**src/rtl/core/gac_pkg.sv**
```systemverilog
// Shared types and constants for the gamepad axis conditioner.
// Used by the front, queue, back and top-level files; no dependencies.
package gac_pkg;

   localparam int QUEUE_DEPTH = 2;
   localparam logic [5:0] HOLDOFF_MS = 6'd40;
   localparam logic [14:0] TRIG_SNAP = 15'd1000;
   localparam logic signed [16:0] STICK_FULL = 17'sd32767;
   localparam logic [16:0] DIV_DEN = 17'd32767;

   localparam logic [2:0] CSR_CLUTCH_ENABLE = 3'd0;
   localparam logic [2:0] CSR_BINDING_MODE  = 3'd1;
   localparam logic [2:0] CSR_KNOB_OVERRIDE = 3'd2;
   localparam logic [2:0] CSR_INVERT_ASSIST = 3'd3;
   localparam logic [2:0] CSR_AXIS_LOW      = 3'd4;
   localparam logic [2:0] CSR_AXIS_HIGH     = 3'd5;
   localparam logic [2:0] CSR_DEAD_BAND     = 3'd6;

   typedef struct packed {
      logic        clutch_enable;
      logic        binding_mode;
      logic        knob_override_enable;
      logic        invert_assist;
      logic [15:0] axis_low;
      logic [15:0] axis_high;
      logic [14:0] dead_band;
   } cfg_type;

   typedef enum logic [1:0] {
      Z_NONE  = 2'd0,
      Z_SNAP  = 2'd1,
      Z_SCALE = 2'd2
   } z_kind_type;

   typedef enum logic [1:0] {
      STK_NONE   = 2'd0,
      STK_CENTRE = 2'd1,
      STK_SCALE  = 2'd2
   } stk_kind_type;

   typedef struct packed {
      z_kind_type   z_kind;
      logic [14:0]  trig;
      stk_kind_type stk_kind;
      logic [15:0]  ux;
      logic [15:0]  uy;
   } job_type;

   typedef struct packed {
      logic [15:0] q;
      logic        rnz;
   } quot_type;

endpackage

```
**src/rtl/core/gac_front.sv**
```systemverilog
// Front end: accepts poll beats, runs the assist and hold-off logic and
// classifies each poll into a job for the back end. Depends on gac_pkg.
module gac_front (
   input  logic             clock,
   input  logic             reset,
   input  gac_pkg::cfg_type cfg,
   input  logic             req_tvalid,
   output logic             req_tready,
   input  logic [55:0]      req_tdata,
   input  logic             queue_full,
   output logic             push,
   output gac_pkg::job_type job
);

   logic        assist_was_held_ff, assist_was_held_in;
   logic [5:0]  holdoff_left_ff, holdoff_left_in;
   logic [5:0]  hold_dec;
   logic [14:0] trig;
   logic        pressed;
   logic [15:0] sx;
   logic [15:0] sy;
   logic [7:0]  elapsed;

   function automatic logic [15:0] stick_offset(input logic [15:0] raw,
                                                input logic [14:0] db,
                                                input logic snap);
      logic signed [16:0] s;
      logic signed [16:0] dbs;
      logic signed [16:0] v;
      logic signed [16:0] sum;
      s = $signed({raw[15], raw});
      if (raw == 16'h8000) begin
         s = -gac_pkg::STICK_FULL;
      end
      dbs = $signed({2'b00, db});
      if (s > dbs || s < -dbs) begin
         if (snap) begin
            v = (s > 17'sd0) ? gac_pkg::STICK_FULL : -gac_pkg::STICK_FULL;
         end else begin
            v = s;
         end
      end else begin
         v = 17'sd0;
      end
      sum = v + gac_pkg::STICK_FULL;
      return sum[15:0];
   endfunction

   assign trig    = req_tdata[14:0];
   assign pressed = req_tdata[15];
   assign sx      = req_tdata[31:16];
   assign sy      = req_tdata[47:32];
   assign elapsed = req_tdata[55:48];

   assign req_tready = !queue_full;
   assign push       = req_tvalid && req_tready;

   assign hold_dec = ({2'b00, holdoff_left_ff} > elapsed) ?
                     (holdoff_left_ff - elapsed[5:0]) : 6'd0;

   always_comb begin
      assist_was_held_in = assist_was_held_ff;
      holdoff_left_in    = hold_dec;
      job.stk_kind       = gac_pkg::STK_NONE;
      if (cfg.knob_override_enable) begin
         if (cfg.invert_assist) begin
            job.stk_kind = pressed ? gac_pkg::STK_SCALE : gac_pkg::STK_CENTRE;
         end else if (pressed) begin
            job.stk_kind       = gac_pkg::STK_CENTRE;
            assist_was_held_in = 1'b1;
         end else if (assist_was_held_ff) begin
            holdoff_left_in    = gac_pkg::HOLDOFF_MS;
            assist_was_held_in = 1'b0;
         end else if (hold_dec == 6'd0) begin
            job.stk_kind = gac_pkg::STK_SCALE;
         end
      end
      if (!cfg.clutch_enable) begin
         job.z_kind = gac_pkg::Z_NONE;
      end else if (cfg.binding_mode && trig > gac_pkg::TRIG_SNAP) begin
         job.z_kind = gac_pkg::Z_SNAP;
      end else begin
         job.z_kind = gac_pkg::Z_SCALE;
      end
      job.trig = trig;
      job.ux   = stick_offset(sx, cfg.dead_band, cfg.binding_mode);
      job.uy   = stick_offset(sy, cfg.dead_band, cfg.binding_mode);
   end

   always_ff @(posedge clock) begin
      if (reset) begin
         assist_was_held_ff <= 1'b0;
         holdoff_left_ff    <= 6'd0;
      end else if (push) begin
         assist_was_held_ff <= assist_was_held_in;
         holdoff_left_ff    <= holdoff_left_in;
      end
   end

endmodule

```
**src/rtl/core/gac_queue.sv**
```systemverilog
// Short job queue between front and back ends.
// Depends on gac_pkg for the job type and depth.
module gac_queue (
   input  logic             clock,
   input  logic             reset,
   input  logic             push,
   input  gac_pkg::job_type push_job,
   input  logic             pop,
   output gac_pkg::job_type head_job,
   output logic             empty,
   output logic             full
);

   localparam int PtrW = (gac_pkg::QUEUE_DEPTH > 1) ? $clog2(gac_pkg::QUEUE_DEPTH) : 1;
   localparam int CntW = $clog2(gac_pkg::QUEUE_DEPTH + 1);

   gac_pkg::job_type     slot_ff [gac_pkg::QUEUE_DEPTH];
   logic [PtrW-1:0]      wr_ptr_ff, wr_ptr_in;
   logic [PtrW-1:0]      rd_ptr_ff, rd_ptr_in;
   logic [CntW-1:0]      count_ff, count_in;
   logic                 do_push;
   logic                 do_pop;

   function automatic logic [PtrW-1:0] ptr_next(input logic [PtrW-1:0] p);
      logic [PtrW-1:0] n;
      if (p == PtrW'(gac_pkg::QUEUE_DEPTH - 1)) begin
         n = '0;
      end else begin
         n = p + PtrW'(1);
      end
      return n;
   endfunction

   assign empty    = (count_ff == CntW'(0));
   assign full     = (count_ff == CntW'(gac_pkg::QUEUE_DEPTH));
   assign do_push  = push && !full;
   assign do_pop   = pop && !empty;
   assign head_job = slot_ff[rd_ptr_ff];

   always_comb begin
      wr_ptr_in = do_push ? ptr_next(wr_ptr_ff) : wr_ptr_ff;
      rd_ptr_in = do_pop ? ptr_next(rd_ptr_ff) : rd_ptr_ff;
      count_in  = count_ff;
      if (do_push && !do_pop) begin
         count_in = count_ff + CntW'(1);
      end else if (do_pop && !do_push) begin
         count_in = count_ff - CntW'(1);
      end
   end

   always_ff @(posedge clock) begin
      if (do_push) begin
         slot_ff[wr_ptr_ff] <= push_job;
      end
   end

   always_ff @(posedge clock) begin
      if (reset) begin
         wr_ptr_ff <= '0;
         rd_ptr_ff <= '0;
         count_ff  <= '0;
      end else begin
         wr_ptr_ff <= wr_ptr_in;
         rd_ptr_ff <= rd_ptr_in;
         count_ff  <= count_in;
      end
   end

endmodule

```
**src/rtl/core/gac_back.sv**
```systemverilog
// Back end: multiply, divide-by-constant and offset pipeline that turns
// jobs into result beats, ending in the output register. Depends on gac_pkg.
module gac_back (
   input  logic             clock,
   input  logic             reset,
   input  gac_pkg::cfg_type cfg,
   input  gac_pkg::job_type head_job,
   input  logic             queue_empty,
   output logic             pop,
   output logic             rsp_tvalid,
   input  logic             rsp_tready,
   output logic [55:0]      rsp_tdata
);

   typedef struct packed {
      gac_pkg::z_kind_type   z_kind;
      gac_pkg::stk_kind_type stk_kind;
      logic [30:0]           pz;
      logic [31:0]           px;
      logic [31:0]           py;
   } prod_type;

   typedef struct packed {
      gac_pkg::z_kind_type   z_kind;
      gac_pkg::stk_kind_type stk_kind;
      logic [30:0]           xz;
      logic [30:0]           xx;
      logic [30:0]           xy;
      logic                  px0;
      logic                  py0;
      logic [16:0]           qz;
      logic [16:0]           qx;
      logic [16:0]           qy;
   } est_type;

   typedef struct packed {
      gac_pkg::z_kind_type   z_kind;
      gac_pkg::stk_kind_type stk_kind;
      gac_pkg::quot_type     dz;
      gac_pkg::quot_type     dx;
      gac_pkg::quot_type     dy;
   } fix_type;

   logic        en;
   logic        neg;
   logic [15:0] dmag;
   logic [16:0] centre_sum;
   logic [15:0] centre;
   logic        s1_vld_ff, s2_vld_ff, s3_vld_ff, out_vld_ff;
   prod_type    s1_ff, s1_in;
   est_type     s2_ff, s2_in;
   fix_type     s3_ff, s3_in;
   logic [49:0] out_ff, out_in;
   gac_pkg::quot_type fx_dx;
   gac_pkg::quot_type fx_dy;

   function automatic logic [16:0] div_est(input logic [30:0] x);
      logic [31:0] sum;
      sum = {1'b0, x} + {16'b0, x[30:15]};
      return sum[31:15];
   endfunction

   function automatic gac_pkg::quot_type div_fix(input logic [30:0] x,
                                                 input logic [16:0] q0);
      logic [31:0]       r;
      logic [16:0]       q;
      gac_pkg::quot_type res;
      r = {1'b0, x} - {q0, 15'b0} + {15'b0, q0};
      q = q0 + ((r[16:0] >= gac_pkg::DIV_DEN) ? 17'd1 : 17'd0);
      res.q   = q[15:0];
      res.rnz = (r[16:0] != 17'd0) && (r[16:0] != gac_pkg::DIV_DEN);
      return res;
   endfunction

   function automatic logic [15:0] offset(input logic [15:0] lo,
                                          input gac_pkg::quot_type d,
                                          input logic down);
      logic [15:0] v;
      if (down) begin
         v = lo - d.q - {15'b0, d.rnz};
      end else begin
         v = lo + d.q;
      end
      return v;
   endfunction

   assign en  = !out_vld_ff || rsp_tready;
   assign pop = en && !queue_empty;

   assign neg        = cfg.axis_high < cfg.axis_low;
   assign dmag       = neg ? (cfg.axis_low - cfg.axis_high) : (cfg.axis_high - cfg.axis_low);
   assign centre_sum = {1'b0, cfg.axis_low} + {1'b0, cfg.axis_high};
   assign centre     = centre_sum[16:1];

   always_comb begin
      s1_in.z_kind   = head_job.z_kind;
      s1_in.stk_kind = head_job.stk_kind;
      s1_in.pz       = {1'b0, head_job.trig} * {15'b0, dmag};
      s1_in.px       = {16'b0, head_job.ux} * {16'b0, dmag};
      s1_in.py       = {16'b0, head_job.uy} * {16'b0, dmag};
   end

   always_comb begin
      s2_in.z_kind   = s1_ff.z_kind;
      s2_in.stk_kind = s1_ff.stk_kind;
      s2_in.xz       = s1_ff.pz;
      s2_in.xx       = s1_ff.px[31:1];
      s2_in.xy       = s1_ff.py[31:1];
      s2_in.px0      = s1_ff.px[0];
      s2_in.py0      = s1_ff.py[0];
      s2_in.qz       = div_est(s1_ff.pz);
      s2_in.qx       = div_est(s1_ff.px[31:1]);
      s2_in.qy       = div_est(s1_ff.py[31:1]);
   end

   always_comb begin
      fx_dx          = div_fix(s2_ff.xx, s2_ff.qx);
      fx_dy          = div_fix(s2_ff.xy, s2_ff.qy);
      s3_in.z_kind   = s2_ff.z_kind;
      s3_in.stk_kind = s2_ff.stk_kind;
      s3_in.dz       = div_fix(s2_ff.xz, s2_ff.qz);
      s3_in.dx.q     = fx_dx.q;
      s3_in.dx.rnz   = fx_dx.rnz || s2_ff.px0;
      s3_in.dy.q     = fx_dy.q;
      s3_in.dy.rnz   = fx_dy.rnz || s2_ff.py0;
   end

   always_comb begin
      out_in = '0;
      case (s3_ff.z_kind)
         gac_pkg::Z_SNAP: begin
            out_in[0]    = 1'b1;
            out_in[16:1] = cfg.axis_high;
         end
         gac_pkg::Z_SCALE: begin
            out_in[0]    = 1'b1;
            out_in[16:1] = offset(cfg.axis_low, s3_ff.dz, neg);
         end
         default: begin
            out_in[16:0] = '0;
         end
      endcase
      case (s3_ff.stk_kind)
         gac_pkg::STK_CENTRE: begin
            out_in[17]    = 1'b1;
            out_in[33:18] = centre;
            out_in[49:34] = centre;
         end
         gac_pkg::STK_SCALE: begin
            out_in[17]    = 1'b1;
            out_in[33:18] = offset(cfg.axis_low, s3_ff.dx, neg);
            out_in[49:34] = offset(cfg.axis_low, s3_ff.dy, neg);
         end
         default: begin
            out_in[49:17] = '0;
         end
      endcase
   end

   always_ff @(posedge clock) begin
      if (en) begin
         s1_ff  <= s1_in;
         s2_ff  <= s2_in;
         s3_ff  <= s3_in;
         out_ff <= out_in;
      end
   end

   always_ff @(posedge clock) begin
      if (reset) begin
         s1_vld_ff  <= 1'b0;
         s2_vld_ff  <= 1'b0;
         s3_vld_ff  <= 1'b0;
         out_vld_ff <= 1'b0;
      end else if (en) begin
         s1_vld_ff  <= !queue_empty;
         s2_vld_ff  <= s1_vld_ff;
         s3_vld_ff  <= s2_vld_ff;
         out_vld_ff <= s3_vld_ff;
      end
   end

   assign rsp_tvalid = out_vld_ff;
   assign rsp_tdata  = {6'b0, out_ff};

endmodule

```
**src/rtl/core/gamepad_axis_conditioner_core.sv**
```systemverilog
// Top level of the gamepad axis conditioner: configuration registers,
// front end, job queue and back end. Depends on gac_pkg, gac_front,
// gac_queue and gac_back.
//
// One poll beat in, one result beat out. The block takes a poll in every
// cycle while the job queue is not full; each accepted poll waits in the
// two-entry job queue while its products are formed, then passes the
// quotient estimate, quotient correction and offset stages of the back
// end on its way to the result register.
// req_tready falls only when the job queue is full because results are not
// being taken. Configuration writes are taken at any time but must only be
// made while no poll is in flight.
module gamepad_axis_conditioner_core (
   input  logic        clock,
   input  logic        reset,
   input  logic        req_tvalid,
   output logic        req_tready,
   // trigger_left[14:0], assist_pressed[15], stick_x[31:16], stick_y[47:32],
   // elapsed_ms[55:48]
   input  logic [55:0] req_tdata,
   output logic        rsp_tvalid,
   input  logic        rsp_tready,
   // z_valid[0], z_value[16:1], stick_valid[17], rx_value[33:18],
   // ry_value[49:34], zero padding[55:50]
   output logic [55:0] rsp_tdata,
   input  logic        csr_wen,
   input  logic [2:0]  csr_index,
   input  logic [15:0] csr_wdata
);

   gac_pkg::cfg_type cfg_ff, cfg_in;
   gac_pkg::job_type push_job;
   gac_pkg::job_type head_job;
   logic             push;
   logic             pop;
   logic             queue_empty;
   logic             queue_full;

   always_comb begin
      cfg_in = cfg_ff;
      if (csr_wen) begin
         case (csr_index)
            gac_pkg::CSR_CLUTCH_ENABLE: cfg_in.clutch_enable        = csr_wdata[0];
            gac_pkg::CSR_BINDING_MODE:  cfg_in.binding_mode         = csr_wdata[0];
            gac_pkg::CSR_KNOB_OVERRIDE: cfg_in.knob_override_enable = csr_wdata[0];
            gac_pkg::CSR_INVERT_ASSIST: cfg_in.invert_assist        = csr_wdata[0];
            gac_pkg::CSR_AXIS_LOW:      cfg_in.axis_low             = csr_wdata;
            gac_pkg::CSR_AXIS_HIGH:     cfg_in.axis_high            = csr_wdata;
            gac_pkg::CSR_DEAD_BAND:     cfg_in.dead_band            = csr_wdata[14:0];
            default: begin
               cfg_in = cfg_ff;
            end
         endcase
      end
   end

   always_ff @(posedge clock) begin
      if (reset) begin
         cfg_ff.clutch_enable        <= 1'b0;
         cfg_ff.binding_mode         <= 1'b0;
         cfg_ff.knob_override_enable <= 1'b0;
         cfg_ff.invert_assist        <= 1'b0;
         cfg_ff.axis_low             <= 16'd1;
         cfg_ff.axis_high            <= 16'd32768;
         cfg_ff.dead_band            <= 15'd8000;
      end else begin
         cfg_ff <= cfg_in;
      end
   end

   gac_front u_front (
      .clock      (clock),
      .reset      (reset),
      .cfg        (cfg_ff),
      .req_tvalid (req_tvalid),
      .req_tready (req_tready),
      .req_tdata  (req_tdata),
      .queue_full (queue_full),
      .push       (push),
      .job        (push_job)
   );

   gac_queue u_queue (
      .clock    (clock),
      .reset    (reset),
      .push     (push),
      .push_job (push_job),
      .pop      (pop),
      .head_job (head_job),
      .empty    (queue_empty),
      .full     (queue_full)
   );

   gac_back u_back (
      .clock       (clock),
      .reset       (reset),
      .cfg         (cfg_ff),
      .head_job    (head_job),
      .queue_empty (queue_empty),
      .pop         (pop),
      .rsp_tvalid  (rsp_tvalid),
      .rsp_tready  (rsp_tready),
      .rsp_tdata   (rsp_tdata)
   );

endmodule

```
**config.mk**
```make
export PLATFORM = sky130hd
export DESIGN_NAME = gamepad_axis_conditioner_core
export DESIGN_NICKNAME = d
export VERILOG_FILES = /design/src/rtl/core/gac_pkg.sv /design/src/rtl/core/gac_front.sv /design/src/rtl/core/gac_queue.sv /design/src/rtl/core/gac_back.sv /design/src/rtl/core/gamepad_axis_conditioner_core.sv
export SDC_FILE = /design/constraint.sdc
export NUM_CORES = 2
export LEC_CHECK = 0
export BUFFER_PORTS_ARGS = -buffer_cell sky130_fd_sc_hd__buf_2
export CORE_MARGIN = 10
export CORE_UTILIZATION = 30
export CTS_BUF_LIST = sky130_fd_sc_hd__clkbuf_4 sky130_fd_sc_hd__clkbuf_8
export DETAILED_ROUTE_END_ITERATION = 6
export GPL_TIMING_DRIVEN = 0
export PLACE_DENSITY = 0.46
export SLEW_MARGIN = 5
export SYNTH_ARGS = -nofsm -noshare
export SYNTH_HDL_FRONTEND = slang
export SYNTH_HIERARCHICAL = 1
export SYNTH_SLANG_ARGS = --single-unit
```
**constraint.sdc**
```tcl
create_clock -name clock -period 25.7 [get_ports clock]
set_clock_uncertainty 0.15 [all_clocks]
set_input_delay 2.57 -clock clock [delete_from_list [all_inputs] [get_ports clock]]
set_output_delay 2.57 -clock clock [all_outputs]
set_load 0.1 [all_outputs]
```
* After elaboration in Yosys (flattened, before gate mapping) *
Memory sizes are Yosys's and may differ from the RTL's. A register that Yosys moved wholly into a read port is not among the register bits.
Cells that the tools add are included.

storage, ports and cells
  register bits after elaboration = 378
  memory bits (writable) = 102
  input bits = 80
  logic and storage cells = 179
  memories = 1

memories
  memory           words  bits a word  read ports  clocked after Yosys merged registers in  write ports  line             RTL
  u_queue.slot_ff  2      51           1           1                                        1            gac_queue.sv:17  gac_pkg::job_type slot_ff [gac_pkg::QUEUE_DEPTH];

cells by class
  $add $sub $neg = 32
  multipliers = 3
  order comparisons = 12
  eq/ne operators = 16
  mux-type cells = 39
  bitwise operators = 1
  reduce and logical (&&, ||, !) cells = 35

operators with widths
  cell                                                                  count
  two-way mux 16 bit                                                    10
  adder 31 x 16 -> 32 bit                                               3
  subtractor 16 bit                                                     5
  one-hot mux 33 bit (2 select lines)                                   1
  multiplier 16 x 16 -> 32 bit                                          2
  adder 17 bit                                                          3
  greater-or-equal comparator 17 x 15 -> 1 bit (second input constant)  3
  != test 17 x 15 -> 1 bit (second input constant)                      3
  nonzero test 17 bit                                                   3
  subtractor 17 bit                                                     3
  adder 16 x 1 -> 16 bit                                                3
  adder 16 bit                                                          3
  subtractor 16 x 1 -> 16 bit                                           3
  greater-than comparator 17 x 1 -> 1 bit (second input constant)       2
  greater-than comparator 17 x 16 -> 1 bit                              2
  < comparator 17 bit                                                   2
  two-way mux 17 bit                                                    2
  one-hot mux 17 bit (2 select lines)                                   1
  adder 16 bit (second input constant)                                  2
  == test 16 bit (second input constant)                                2
  multiplier 15 x 16 -> 31 bit                                          1
  two-way mux 6 bit                                                     5
  two-way mux 2 bit                                                     10
  adder 16 x 16 -> 17 bit                                               1
  24 further kinds                                                      63

* Longest topological paths before layout *
  depth in word-level cells = 8
  depth in mapped cells = 36
  depth with buffers taken out = 33

* Modules after synthesis *
Netlist, hierarchy kept.

modules (own cells, without submodules)
  module                         instances  cells each  area an instance (um2)
  gac_back                       1          5703        51506.9
  gac_queue                      1          184         3885.0
  gac_front                      1          517         3708.6
  gamepad_axis_conditioner_core  1          200         2143.3

* Worst setup path after synthesis *
OpenSTA, ideal clock, no wires.

  path kind = input port to flip-flop
  from = input port rsp_tready
  to = register u_back.out_ff[0] (enable)
  setup time = 0.663 ns
  arrival = 8.701 ns
  data required time = 24.887 ns
  slack = 16.185 ns
  stages on the path = 2
  buffers on the path = 0
  cells stage by stage = nor2b_1 -> inv_1

on the way
  word-level cells in the longest chain between the ends = 1

ends and longest elaborated chain
  what                  line                                 RTL
  from (decl)           gamepad_axis_conditioner_core.sv:22  input logic rsp_tready,
  logical OR 1 bit      gac_back.sv:87                       assign en = !out_vld_ff || rsp_tready;
  to (signal assigned)  gac_back.sv:165                      out_ff <= out_in;
  to (decl)             gac_back.sv:53                       logic [49:0] out_ff, out_in;

No other way between the ends.
A chain may end at the register's enable or synchronous reset.

==> results.json <==
{
  "endpoint_kind": "flop",
  "nFillCells": 21100,
  "period_needed_ps": 12610,
  "drt-initial-drc-count": 3431,
  "synthMuxAreaShare_pct": 2.15,
  "track_usage_pct": 19.4,
  "path_class": "reg -> reg",
  "synth_top_area_share_pct": 20.3,
  "ioPinCount": 138,
  "clockBufferDepth": 3,
  "netlist_instances": 6604,
  "status": "finished, final reports clean",
  "rr_startpoint": "cfg_ff[31]",
  "rows": 165,
  "grt_overflow": 0,
  "worstPathMaxFanout": 10,
  "startpoint_type": "flop",
  "postSynthAreaPerCell_um2": 9.27,
  "cts_tree": "built",
  "area.growth.synth_to_final_pct": 10.0,
  "crit_cells": 32,
  "clock-sinks": 481,
  "viasPerCell": 5.07,
  "ys_seq_elements": 481,
  "synth.distinct_cells": 128,
  "cpPeakStageDelay_ps": 1110,
  "wl_per_cell_um": 23.1,
  "yosys.area_share.simple_pct": 16.6,
  "syn-cell-area_mm2": 0.0612,
  "die_y_um": 472,
  "via_count": 48700,
  "reg2reg_slack_ps": 13090,
  "grt_util_met1_pct": 26.1,
  "die_w_um": 472,
  "maxCapViolations": 0,
  "grt_pass1_vias": 49400,
  "synth.yosys.warnings": 6,
  "synth_edf_count": 414,
  "drc_errors": 0,
  "tightest_slew_ps": 1410,
  "synth_fa_ha_area_share_pct": 33.3,
  "synthXorXnorAreaFrac_pct": 4.78,
  "yosysSeqAreaShare_pct": 22.5,
  "synth_compound_area_share_pct": 11.6,
  "portBuffers": 129,
  "antenna_found_initial": 24,
  "worst_r2r_path_depth": 32,
  "clk_pin_slew_ps": 60,
  "drive_gt1_share_pct": 8.00,
  "start_util_pct": 30.2,
  "synth_area_leaders": "edfxtp_1, fa_1, ha_1",
  "synth_commonest_cells": "inv_1, ha_1, nand2_1",
  "htree_num_levels": 3,
  "wirelength_mm": 221,
  "synth_ff_type": "edfxtp_1",
  "cts_resized": 0,
  "period_share_pct": 49.1,
  "antenna_left": 0,
  "clk_latency_ps": 840,
  "path_delay_family": "adder cells",
  "timing.critical_path.mode_cell": "fa_1",
  "drt-pass1-iter-count": 6,
  "path_buf_inv": 8,
  "r2r-end": "u_back/s1_ff[63]",
  "startpoint": "cfg_ff[31]",
  "slew_headroom_pct": 6.20,
  "setup-tns-final_ps": 0,
  "cts_hold_buf": 0,
  "crit_slowest_cell": "clkbuf_1",
  "async_reset_ff_share_pct": 0,
  "final_max_slew_viol_count": 0,
  "hold_viol_final": 0,
  "min_path_type": "reg -> reg",
  "gp_congestion": 0.919,
  "worstPathArrival_ps": 13050,
  "grt_pass1_wl_mm": 327,
  "grt_max_degree": 112,
  "fmax_mhz": 79.3,
  "top_usage_layer": "met2",
  "synth_top_family_by_area": "adder cells",
  "root_buffer": "clkbuf_8",
  "dp_hpwl_mm": 177,
  "endpoint": "u_back/s1_ff[63]",
  "nets": 8196,
  "post_cts_buffers": 0,
  "synth_top_area_cell": "edfxtp_1",
  "synth_most_common_cell": "inv_1",
  "crit_required_ps": 26130,
  "rsz0062_at_grt": "no",
  "grt_use_met3_pct": 3.41,
  "grt_use_met2_pct": 31.5,
  "cts_made_buffers": 91,
  "die-area_mm2": 0.223,
  "setup_viol": 0,
  "core_area_mm2": 0.203
}
## stage by stage
stage | area [um2] | setup WS (ps) | hold slack, ps | instances | util, %
after floorplan | 61300 | 16190 | 250 | 6609 | -
after global placement | 65300 | 12720 | 256 | 9410 | 32.2
after detailed placement | 65400 | 13150 | 256 | 9415 | 32.3
after CTS | 67300 | 13040 | 267 | 9583 | 33.3
after global routing | 67400 | 12910 | 279 | 9587 | 33.3
final | 67400 | 13090 | 269 | 9588 | 33.3
## layer usage
layer  wire length (um)  share of wire, %
met1              99000                45
met2             101000                46
met3              13400               6.0
met4               7910               3.6
met5                 13            0.0059
## worst min-delay path by stage
| stage | cells after the start | end | slack (ps) | start |
|---|---|---|---|---|
| floorplan | 0 | u_back/s2_ff[146] | 250 | u_back/s1_ff[95] |
| global placement | 0 | u_back/s2_ff[52] | 260 | u_back/s1_ff[32] |
| detailed placement | 0 | u_back/s2_ff[51] | 260 | u_back/s1_ff[0] |
| CTS | 0 | u_back/s2_ff[52] | 270 | u_back/s1_ff[32] |
| global route | 0 | u_back/s3_ff[51] | 280 | u_back/s2_ff[146] |
| finish | 0 | u_back/s3_ff[53] | 270 | u_back/s2_ff[148] |
## registers in the layout, summed over array words and instances, names as in the netlist, named ones only
register	count
u_back/out_ff	50
u_back/s2_vld_ff	1
u_front/holdoff_left_ff	6
u_queue/slot_ff	102
u_queue/count_ff	2
cfg_ff	51
u_front/assist_was_held_ff	1
u_back/s3_ff	55
u_back/rsp_tvalid	1
u_queue/wr_ptr_ff	1
u_back/s1_ff	99
u_back/s1_vld_ff	1
u_queue/rd_ptr_ff	1
u_back/s3_vld_ff	1
u_back/s2_ff	108
## cells by family (layout without fill, tap and decap cells)
kind of cell    after synthesis  in the layout
xor+xnor                    334            334
buf+inv                    1410           1712
other cells                   1             11
compound gates             1003           1003
flops                       481            481
fa+ha+maj                  1280           1280
mux                         123            123
simple gates               1972           1972
## layout by cell type, fill, tap and decap left out, drive strengths merged, types with 120 or more instances in the layout
cell / instances
a21oi: 253
and2: 296
buf: 234
clkbuf: 336
edfxtp: 414
fa: 584
ha: 696
inv: 1098
nand2: 607
nor2: 243
nor2b: 122
nor3: 133
nor4: 120
o21ai: 175
xnor2: 249
## area by class of cell
class	instances	area, um2	area share, %
multi-input combinational	4718	41900	62.2
clock inverter	47	470	0.698
sequential	481	13800	20.4
antenna	5	12.5	0.0186
tap	2672	3340	4.96
clock buffer	121	1500	2.22
inverter	1093	4110	6.10
timing repair buffer	134	763	1.13
buffer	317	1490	2.22
## worst reg2reg max path: cells and delay by family, from the launching register on
family	cells	cell delay, ps
and+or+nand+nor	5	1400
adders and majority gates	9	4150
xor gates and xnor gates	2	830
buffers and inverters	8	2600
AOI/OAI and AO/OA	8	2290
DFF	1	950
Power is left out: the tool's default activity adds up to more than one toggle a clock period on the data nets, which glitch-free logic cannot reach.
